### config.mk
export PLATFORM = sky130hd
export DESIGN_NAME = landing_retry_supervisor
export DESIGN_NICKNAME = d
export VERILOG_FILES = /design/src/rtl/core/lrs_pkg.sv /design/src/rtl/core/landing_retry_supervisor.sv /design/src/rtl/core/lrs_cfg_regs.sv /design/src/rtl/core/lrs_core.sv
export SDC_FILE = /design/constraint.sdc
export NUM_CORES = 1
export LEC_CHECK = 0
export ABC_AREA = 1
export BUFFER_PORTS_ARGS = -buffer_cell sky130_fd_sc_hd__buf_2
export CAP_MARGIN = 20
export CORE_MARGIN = 2
export CORE_UTILIZATION = 34
export DETAILED_ROUTE_END_ITERATION = 8
export HOLD_SLACK_MARGIN = 0.02
export PLACE_DENSITY = 0.56
export SLEW_MARGIN = 25
export SYNTH_ARGS = -nofsm -noshare
export SYNTH_HDL_FRONTEND = slang
export SYNTH_SLANG_ARGS = --single-unit
### constraint.sdc
create_clock -name clk -period 15.5 [get_ports clk]
set_input_delay 0.775 -clock clk [delete_from_list [all_inputs] [get_ports clk]]
set_output_delay 0.775 -clock clk [all_outputs]
set_load 0.05 [all_outputs]
### src/rtl/core/lrs_pkg.sv
// lrs_pkg: shared types, codes and constants of the landing retry supervisor.
// Used by every module under rtl/core; depends on nothing.
package lrs_pkg;

  localparam int unsigned IN_TDATA_W  = 248;
  localparam int unsigned IN_TUSER_W  = 3;
  localparam int unsigned OUT_TDATA_W = 80;
  localparam int unsigned OUT_TUSER_W = 2;
  localparam int unsigned CFG_ADDR_W  = 4;
  localparam int unsigned CFG_DATA_W  = 32;

  localparam logic [15:0] POS_TOL_CM       = 16'd35;
  localparam logic [31:0] FAILSAFE_HOLD_MS = 32'd7000;
  localparam logic [24:0] RETRY_RISE_CM    = 25'd70;
  localparam logic [15:0] MS_PER_S         = 16'd1000;

  localparam logic [2:0] ACT_RESTART     = 3'd0;
  localparam logic [2:0] ACT_FOUND       = 3'd1;
  localparam logic [2:0] ACT_OUT_OF_RNG  = 3'd2;
  localparam logic [2:0] ACT_RECENT_LOST = 3'd3;
  localparam logic [2:0] ACT_NEVER_SEEN  = 3'd4;

  localparam logic [1:0] CMD_DESCEND = 2'd0;
  localparam logic [1:0] CMD_HOVER   = 2'd1;
  localparam logic [1:0] CMD_GOTO    = 2'd2;
  localparam logic [1:0] CMD_NONE    = 2'd3;

  localparam logic [1:0] MSG_NONE      = 2'd0;
  localparam logic [1:0] MSG_RETRYING  = 2'd1;
  localparam logic [1:0] MSG_RETRY_END = 2'd2;
  localparam logic [1:0] MSG_FAILSAFE  = 2'd3;

  localparam logic [1:0] STRICT_NONE   = 2'd0;
  localparam logic [1:0] STRICT_NORMAL = 2'd1;

  localparam logic [1:0] SRC_VEHICLE = 2'd1;
  localparam logic [1:0] SRC_TARGET  = 2'd2;

  localparam logic [1:0] REG_STRICTNESS  = 2'd0;
  localparam logic [1:0] REG_MAX_RETRIES = 2'd1;
  localparam logic [1:0] REG_MIN_WAIT_S  = 2'd2;
  localparam logic [1:0] REG_RETRY_SRC   = 2'd3;

  typedef struct packed {
    logic [1:0] strictness;
    logic [3:0] max_retries;
    logic [5:0] min_retry_wait_s;
    logic [1:0] retry_source;
  } cfg_t;

  typedef struct packed {
    logic [2:0]         action;
    logic [31:0]        now_ms;
    logic [31:0]        target_age_ms;
    logic               pilot_repositioning;
    logic [15:0]        err_xy_cm;
    logic signed [15:0] err_z_cm;
    logic signed [23:0] target_x_cm;
    logic signed [23:0] target_y_cm;
    logic signed [23:0] target_z_cm;
    logic signed [23:0] vehicle_x_cm;
    logic signed [23:0] vehicle_y_cm;
    logic signed [23:0] vehicle_z_cm;
  } in_item_t;

  typedef struct packed {
    logic [1:0]         command;
    logic signed [23:0] goto_x_cm;
    logic signed [23:0] goto_y_cm;
    logic signed [24:0] goto_z_cm;
    logic               init_retry_ctrl;
    logic               init_failsafe_ctrl;
    logic [1:0]         message;
  } out_item_t;

endpackage

### src/rtl/core/landing_retry_supervisor.sv
// landing_retry_supervisor: top level; input register, decision core,
// output register and configuration port. Depends on lrs_pkg, lrs_cfg_regs, lrs_core.
// An accepted input word goes to the input register, then to the output register.
// Throughput: one word per cycle unless out_tready holds the output register; the
// decision core works between the input and output registers and updates its state
// as a word moves into the output register.
// Reset (rst_n low, synchronous): both stages empty, state cleared, registers at defaults.
module landing_retry_supervisor (
  input  logic                             clk,
  input  logic                             rst_n,
  input  logic                             in_tvalid,
  output logic                             in_tready,
  // now_ms, target_age_ms, pilot_repositioning, err_xy_cm, err_z_cm,
  // target_x/y/z_cm, vehicle_x/y/z_cm, zero pad
  input  logic [lrs_pkg::IN_TDATA_W-1:0]   in_tdata,
  // action
  input  logic [lrs_pkg::IN_TUSER_W-1:0]   in_tuser,
  output logic                             out_tvalid,
  input  logic                             out_tready,
  // goto_x_cm, goto_y_cm, goto_z_cm, init_retry_ctrl, init_failsafe_ctrl,
  // message, zero pad
  output logic [lrs_pkg::OUT_TDATA_W-1:0]  out_tdata,
  // command
  output logic [lrs_pkg::OUT_TUSER_W-1:0]  out_tuser,
  input  logic                             psel,
  input  logic                             penable,
  input  logic                             pwrite,
  input  logic [lrs_pkg::CFG_ADDR_W-1:0]   paddr,
  input  logic [lrs_pkg::CFG_DATA_W-1:0]   pwdata,
  output logic [lrs_pkg::CFG_DATA_W-1:0]   prdata,
  output logic                             pready
);

  lrs_pkg::cfg_t      cfg;
  lrs_pkg::in_item_t  in_item, s1_item_r;
  lrs_pkg::out_item_t res, out_item_r;
  logic               s1_valid_r;
  logic               out_valid_r;
  logic               advance;
  logic               fire;

  assign in_item.action              = in_tuser;
  assign in_item.now_ms              = in_tdata[31:0];
  assign in_item.target_age_ms       = in_tdata[63:32];
  assign in_item.pilot_repositioning = in_tdata[64];
  assign in_item.err_xy_cm           = in_tdata[80:65];
  assign in_item.err_z_cm            = in_tdata[96:81];
  assign in_item.target_x_cm         = in_tdata[120:97];
  assign in_item.target_y_cm         = in_tdata[144:121];
  assign in_item.target_z_cm         = in_tdata[168:145];
  assign in_item.vehicle_x_cm        = in_tdata[192:169];
  assign in_item.vehicle_y_cm        = in_tdata[216:193];
  assign in_item.vehicle_z_cm        = in_tdata[240:217];

  assign advance   = !out_valid_r || out_tready;
  assign fire      = s1_valid_r && advance;
  assign in_tready = !s1_valid_r || advance;

  lrs_cfg_regs u_cfg (
    .clk     (clk),
    .rst_n   (rst_n),
    .psel    (psel),
    .penable (penable),
    .pwrite  (pwrite),
    .paddr   (paddr),
    .pwdata  (pwdata),
    .prdata  (prdata),
    .pready  (pready),
    .cfg     (cfg)
  );

  lrs_core u_core (
    .clk   (clk),
    .rst_n (rst_n),
    .fire  (fire),
    .item  (s1_item_r),
    .cfg   (cfg),
    .res   (res)
  );

  always_ff @(posedge clk) begin
    if (!rst_n) begin
      s1_valid_r  <= 1'b0;
      out_valid_r <= 1'b0;
    end else begin
      if (in_tready) s1_valid_r <= in_tvalid;
      if (advance)   out_valid_r <= s1_valid_r;
    end
  end

  always_ff @(posedge clk) begin
    if (in_tvalid && in_tready) s1_item_r  <= in_item;
    if (fire)                   out_item_r <= res;
  end

  assign out_tvalid = out_valid_r;
  assign out_tuser  = out_item_r.command;
  assign out_tdata  = {3'd0, out_item_r.message, out_item_r.init_failsafe_ctrl,
                       out_item_r.init_retry_ctrl, out_item_r.goto_z_cm,
                       out_item_r.goto_y_cm, out_item_r.goto_x_cm};

  a_goto_zero: assert property (@(posedge clk) disable iff (!rst_n)
    out_valid_r && out_item_r.command != lrs_pkg::CMD_GOTO |->
      out_item_r.goto_x_cm == '0 && out_item_r.goto_y_cm == '0 && out_item_r.goto_z_cm == '0)
    else $error("retry point set without goto command");

  a_retry_init: assert property (@(posedge clk) disable iff (!rst_n)
    out_valid_r && out_item_r.init_retry_ctrl |->
      out_item_r.command == lrs_pkg::CMD_GOTO && out_item_r.message == lrs_pkg::MSG_RETRYING)
    else $error("retry init without goto and retry message");

  a_fs_init: assert property (@(posedge clk) disable iff (!rst_n)
    out_valid_r && out_item_r.init_failsafe_ctrl |->
      out_item_r.message == lrs_pkg::MSG_FAILSAFE && !out_item_r.init_retry_ctrl)
    else $error("failsafe init without failsafe message");

  a_stall_hold: assert property (@(posedge clk) disable iff (!rst_n)
    out_valid_r && !out_tready |=> out_valid_r && $stable(out_item_r) && !$past(fire))
    else $error("result register changed while stalled");

endmodule

### src/rtl/core/lrs_cfg_regs.sv
// lrs_cfg_regs: APB-style configuration registers of the supervisor.
// Depends on lrs_pkg.
module lrs_cfg_regs (
  input  logic                           clk,
  input  logic                           rst_n,
  input  logic                           psel,
  input  logic                           penable,
  input  logic                           pwrite,
  input  logic [lrs_pkg::CFG_ADDR_W-1:0] paddr,
  input  logic [lrs_pkg::CFG_DATA_W-1:0] pwdata,
  output logic [lrs_pkg::CFG_DATA_W-1:0] prdata,
  output logic                           pready,
  output lrs_pkg::cfg_t                  cfg
);

  lrs_pkg::cfg_t cfg_r;
  logic          wr_en;
  logic [1:0]    reg_idx;

  assign pready  = 1'b1;
  assign wr_en   = psel && penable && pwrite && pready;
  assign reg_idx = paddr[3:2];
  assign cfg     = cfg_r;

  always_ff @(posedge clk) begin
    if (!rst_n) begin
      cfg_r.strictness       <= 2'd1;
      cfg_r.max_retries      <= 4'd1;
      cfg_r.min_retry_wait_s <= 6'd2;
      cfg_r.retry_source     <= 2'd1;
    end else if (wr_en) begin
      case (reg_idx)
        lrs_pkg::REG_STRICTNESS:  cfg_r.strictness       <= pwdata[1:0];
        lrs_pkg::REG_MAX_RETRIES: cfg_r.max_retries      <= pwdata[3:0];
        lrs_pkg::REG_MIN_WAIT_S:  cfg_r.min_retry_wait_s <= pwdata[5:0];
        lrs_pkg::REG_RETRY_SRC:   cfg_r.retry_source     <= pwdata[1:0];
        default: ;
      endcase
    end
  end

  always_comb begin
    prdata = '0;
    case (reg_idx)
      lrs_pkg::REG_STRICTNESS:  prdata = 32'(cfg_r.strictness);
      lrs_pkg::REG_MAX_RETRIES: prdata = 32'(cfg_r.max_retries);
      lrs_pkg::REG_MIN_WAIT_S:  prdata = 32'(cfg_r.min_retry_wait_s);
      lrs_pkg::REG_RETRY_SRC:   prdata = 32'(cfg_r.retry_source);
      default:                  prdata = '0;
    endcase
  end

endmodule

### src/rtl/core/lrs_core.sv
// lrs_core: landing state (lost phase, retry phase, failsafe, retry count)
// and the single-pass command decision. Depends on lrs_pkg.
module lrs_core (
  input  logic               clk,
  input  logic               rst_n,
  input  logic               fire,
  input  lrs_pkg::in_item_t  item,
  input  lrs_pkg::cfg_t      cfg,
  output lrs_pkg::out_item_t res
);

  typedef enum logic [1:0] {
    LP_DECIDE   = 2'd0,
    LP_DESCEND  = 2'd1,
    LP_RETRY    = 2'd2,
    LP_VERTICAL = 2'd3
  } lost_phase_t;

  typedef enum logic [1:0] {
    RP_INIT = 2'd0,
    RP_BUSY = 2'd1,
    RP_DONE = 2'd2
  } retry_phase_t;

  lost_phase_t  lost_phase_r,  lost_phase_nxt;
  retry_phase_t retry_phase_r, retry_phase_nxt;
  logic         fs_started_r,  fs_started_nxt;
  logic [31:0]  fs_time_r,     fs_time_nxt;
  logic [4:0]   retries_r,     retries_nxt;

  logic               do_fs;
  logic [31:0]        fs_elapsed;
  logic [15:0]        wait_ms;
  logic               retry_blocked;
  logic               in_tol;
  logic signed [23:0] src_x, src_y, src_z;

  assign fs_elapsed = item.now_ms - fs_time_r;
  assign wait_ms    = 16'(cfg.min_retry_wait_s) * lrs_pkg::MS_PER_S;
  assign retry_blocked = (retries_r > {1'b0, cfg.max_retries}) || (cfg.max_retries == 4'd0)
                      || item.pilot_repositioning || (retry_phase_r == RP_DONE);
  assign in_tol = (item.err_xy_cm < lrs_pkg::POS_TOL_CM)
               && (item.err_z_cm < $signed(lrs_pkg::POS_TOL_CM))
               && (item.err_z_cm > -$signed(lrs_pkg::POS_TOL_CM));

  always_comb begin
    case (cfg.retry_source)
      lrs_pkg::SRC_TARGET: begin
        src_x = item.target_x_cm;
        src_y = item.target_y_cm;
        src_z = item.target_z_cm;
      end
      lrs_pkg::SRC_VEHICLE: begin
        src_x = item.vehicle_x_cm;
        src_y = item.vehicle_y_cm;
        src_z = item.vehicle_z_cm;
      end
      default: begin
        src_x = '0;
        src_y = '0;
        src_z = '0;
      end
    endcase
  end

  always_comb begin
    lost_phase_nxt  = lost_phase_r;
    retry_phase_nxt = retry_phase_r;
    fs_started_nxt  = fs_started_r;
    fs_time_nxt     = fs_time_r;
    retries_nxt     = retries_r;
    do_fs           = 1'b0;
    res             = '0;
    res.command     = lrs_pkg::CMD_NONE;

    case (item.action)
      lrs_pkg::ACT_RESTART: begin
        retries_nxt     = '0;
        lost_phase_nxt  = LP_DECIDE;
        retry_phase_nxt = RP_INIT;
        fs_started_nxt  = 1'b0;
      end
      lrs_pkg::ACT_FOUND, lrs_pkg::ACT_OUT_OF_RNG: begin
        res.command     = lrs_pkg::CMD_DESCEND;
        lost_phase_nxt  = LP_DECIDE;
        retry_phase_nxt = RP_INIT;
        fs_started_nxt  = 1'b0;
      end
      lrs_pkg::ACT_RECENT_LOST: begin
        case (lost_phase_r)
          LP_DECIDE: begin
            lost_phase_nxt = (cfg.strictness == lrs_pkg::STRICT_NONE) ? LP_VERTICAL
                                                                       : LP_DESCEND;
          end
          LP_DESCEND: begin
            res.command = lrs_pkg::CMD_DESCEND;
            if (item.target_age_ms >= {16'd0, wait_ms}) begin
              lost_phase_nxt  = LP_RETRY;
              retry_phase_nxt = RP_INIT;
            end
          end
          LP_RETRY: begin
            if (retry_blocked) begin
              do_fs = 1'b1;
            end else begin
              res.command   = lrs_pkg::CMD_GOTO;
              res.goto_x_cm = src_x;
              res.goto_y_cm = src_y;
              res.goto_z_cm = 25'(src_z) - lrs_pkg::RETRY_RISE_CM;
              if (retry_phase_r == RP_INIT) begin
                if (retries_r != 5'd31) retries_nxt = retries_r + 5'd1;
                res.init_retry_ctrl = 1'b1;
                res.message         = lrs_pkg::MSG_RETRYING;
                retry_phase_nxt     = RP_BUSY;
              end else if (in_tol) begin
                retry_phase_nxt = RP_DONE;
                res.message     = lrs_pkg::MSG_RETRY_END;
              end
            end
          end
          default: res.command = lrs_pkg::CMD_DESCEND;
        endcase
      end
      lrs_pkg::ACT_NEVER_SEEN: do_fs = 1'b1;
      default: ;
    endcase

    if (do_fs) begin
      if (!fs_started_r) begin
        fs_time_nxt            = item.now_ms;
        fs_started_nxt         = 1'b1;
        res.init_failsafe_ctrl = 1'b1;
        res.message            = lrs_pkg::MSG_FAILSAFE;
      end
      case (cfg.strictness)
        lrs_pkg::STRICT_NONE:   res.command = lrs_pkg::CMD_DESCEND;
        lrs_pkg::STRICT_NORMAL: begin
          res.command = (!fs_started_r || fs_elapsed < lrs_pkg::FAILSAFE_HOLD_MS)
                        ? lrs_pkg::CMD_HOVER : lrs_pkg::CMD_DESCEND;
        end
        default:                res.command = lrs_pkg::CMD_HOVER;
      endcase
    end
  end

  always_ff @(posedge clk) begin
    if (!rst_n) begin
      lost_phase_r  <= LP_DECIDE;
      retry_phase_r <= RP_INIT;
      fs_started_r  <= 1'b0;
      fs_time_r     <= '0;
      retries_r     <= '0;
    end else if (fire) begin
      lost_phase_r  <= lost_phase_nxt;
      retry_phase_r <= retry_phase_nxt;
      fs_started_r  <= fs_started_nxt;
      fs_time_r     <= fs_time_nxt;
      retries_r     <= retries_nxt;
    end
  end

endmodule

==> impl_metrics.py <==
metrics = {
    "cells_and_area": {
        "mostFrequentLayoutCell": "nand2_1",
        "nNetsFinal": 2575,
        "fillerInstances": 5260,
        "syn2layout_area_growth_pct": 20.9,
        "post-route-util_pct": 41.4,
        "drive_above_1_share_pct": 21.1,
        "most-common-layout-cells": "nand2_1, buf_2, edfxtp_1",
    },
    "clocking": {
        "numCtsBuffers": 45,
        "cts-resized-gates": 0,
        "cts_hold_buf": 0,
        "htreeDepth": 2,
        "cts_root_buf": "clkbuf_16",
        "clock_latency_ns": 0.60,
        "clockBufferDepth": 3,
        "tritoncts": "yes",
        "post_cts_buffers": 0,
        "clock_sinks": 381,
        "clk_pin_slew_worst_paths_ns": 0.06,
    },
    "synthesis": {
        "ys.flop_type": "edfxtp_1",
        "ys_types": 49,
        "synth_edf_count": 323,
        "synthArstFlopShare_pct": 0,
        "synth_seq_area_share_pct": 59.2,
        "avgSynthCellArea_um2": 10.0,
        "synth_warnings": 0,
        "synth.cell_area_mm2": 0.0183,
        "synth_cells": 1834,
        "ys_seq_elements": 381,
    },
    "flow_run": {
        "drv_cap": 0,
    },
    "critical_path": {
        "cp-end-kind": "flop",
        "cp_max_fo": 6,
        "worstSetupStartpointType": "flop",
        "critPathArrivalTime_ns": 5.64,
        "crit_required_ns": 16.01,
        "criticalPathCategory": "flop to flop",
    },
    "global_route": {
        "grt_start_max_net_pins": 87,
        "overflow": 0,
        "grt_pass1_vias": 13300,
        "grt_pass1_wl_mm": 72.8,
        "grt_usage_pct": 16.8,
        "antenna_found_initial": 16,
    },
    "route": {
        "via_count": 13500,
        "first_iter_violations": 845,
        "wirelength_mm": 47.1,
        "wl_per_cell_um": 16.1,
        "route.detailed.drc": 0,
        "drt_pass1_iterations": 5,
        "drt-vias-per-instance": 4.62,
        "ant_nets": 0,
    },
    "worst_hold_path": {
        "hp-class": "primary input to flop",
    },
    "timing": {
        "worst_slew_pin_slew_ns": 0.945,
        "final-setup-viol-count": 0,
        "rsz0062_at_grt": "false",
        "timing.final.hold_violations": 0,
        "period_minus_slack_ns": 5.13,
        "fin_skew_ns": 0.0520,
        "max_freq_ghz": 0.195,
        "slew_headroom_pct": 37.0,
        "maxSlewViolCount": 0,
        "period_share_pct": 33.1,
        "fin_setup_tns_ns": 0,
    },
    "placement": {
        "place.gp.congestion": 0.888,
        "io_buffers": 345,
        "hpwlAfterDp_mm": 34.0,
    },
    "pwr": {
        "p_total_mw": 2.50,
        "ir_worst_vdd_v": 0.0000909,
        "p_leak_nw": 9.78,
        "power_density_mw_per_mm2": 113,
    },
    "floorplan": {
        "core_area_mm2": 0.0536,
        "die_x_um": 236,
        "die_h_um": 236,
        "rows": 85,
        "initial_core_util_pct": 34.2,
        "die_area_mm2": 0.0558,
        "pin_count": 411,
    },
    "outcome": {
        "outcome": "finished clean",
    },
}
[layer usage]
layer / vias to the layer above / GRT usage [%] / share of wire [%]
met5: - / 0 / 0.34
met4: 26 / 5.66 / 2.6
met3: 94 / 4.70 / 6.9
met2: 362 / 28.3 / 48
met1: 6227 / 20.6 / 42
li1: 6828 / - / -
[area by class of cell]
cell class / count / area (um2) / area share, %
flip-flops and latches: 381 / 10900 / 49.0
multi-input cells: 1130 / 6130 / 27.7
repair buffers: 354 / 1800 / 8.12
clock buffers: 52 / 1160 / 5.24
inverters: 281 / 1060 / 4.79
well taps: 696 / 871 / 3.93
clock inverters: 31 / 282 / 1.27
diodes: 3 / 7.51 / 0.0338
[cell families after synthesis]
family | after synthesis | share of synthesized area, %
AO/OA/AOI/OAI | 269 | 8.77
XOR/XNOR | 15 | 0.716
adder cells (fa/ha/maj) | 88 | 6.49
buffers and inverters | 351 | 7.95
flip-flops | 381 | 59.2
other | 2 | 0.0409
AND/OR/NAND/NOR | 728 | 16.8
[synthesized netlist by cell type, types with 25 or more instances]
library cell,number,share of area (%)
nand2_1,471,9.6
edfxtp_1,323,53
inv_1,273,5.6
nor2_1,110,2.3
a21oi_1,104,2.8
ha_1,76,5.2
o21ai_0,66,1.8
nand3_1,60,1.6
dfxtp_1,58,6.3
a211oi_1,50,2.0
buf_4,31,1.3
clkbuf_1,25,0.51
[report_power, final]
part	internal [mW]	switching [mW]	leakage, nW
clock network	0.581	0.442	0.717
registers	1.17	0.0174	3.59
logic	0.0909	0.203	5.47
[worst max-delay path: stages, from the launching register on]
cell	delay, ns
dfxtp_1	0.40
fa_1	0.63
inv_1	0.07
fa_1	0.46
fa_1	0.51
inv_1	0.05
ha_1	0.34
a21oi_1	0.14
nand2_1	0.11
a21oi_1	0.17
nor2_1	0.06
nor2_1	0.16
nor2_1	0.05
o21ai_0	0.15
nand2_1	0.08
xnor2_1	0.16
ha_1	0.25
nand2_1	0.06
inv_1	0.05
o21ai_0	0.07
nand2_1	0.09
a21oi_1	0.12
nand4_1	0.25
o211ai_1	0.36
o21ai_0	0.11
a21oi_1	0.17
[path summary, 6_finish.rpt]
check | cells after the start | to | from | slack [ns]
worst min-delay path | 1 | s1_item_r[36]$_DFFE_PP_ | in_tdata[205] | 0.35
worst max-delay path | 25 | u_core.lost_phase_r[1]$_SDFFE_PN0P_ | u_cfg.cfg[2]$_SDFFE_PN0P_ | 10.37
worst min register to register | 2 | u_core.fs_time_r[1]$_SDFFE_PN0P_ | u_core.fs_time_r[1]$_SDFFE_PN0P_ | 0.46
worst max register to register | 25 | u_core.lost_phase_r[1]$_SDFFE_PN0P_ | u_cfg.cfg[2]$_SDFFE_PN0P_ | 10.37
[sequential cells by signal (all words and copies together), names as in the netlist]
register / flops
out_tdata: 77
out_tuser: 2
out_tvalid: 1
s1_item_r: 244
s1_valid_r: 1
u_cfg.cfg: 14
u_core.fs_started_r: 1
u_core.fs_time_r: 32
u_core.lost_phase_r: 2
u_core.retries_r: 5
u_core.retry_phase_r: 2
[stage by stage]
step	hold WS (ns)	setup WS, ns	area, um2	cells
3_5_place_dp	0.451	10.31	20700	2842
5_1_grt	0.312	9.76	22200	2926
2_1_floorplan	0.433	8.85	18400	1862
6_report	0.345	10.37	22200	2928
4_1_cts	0.300	10.31	22200	2925
3_3_place_gp	0.446	10.36	20700	2842
Note: power is estimated with default switching activity, not from simulation.
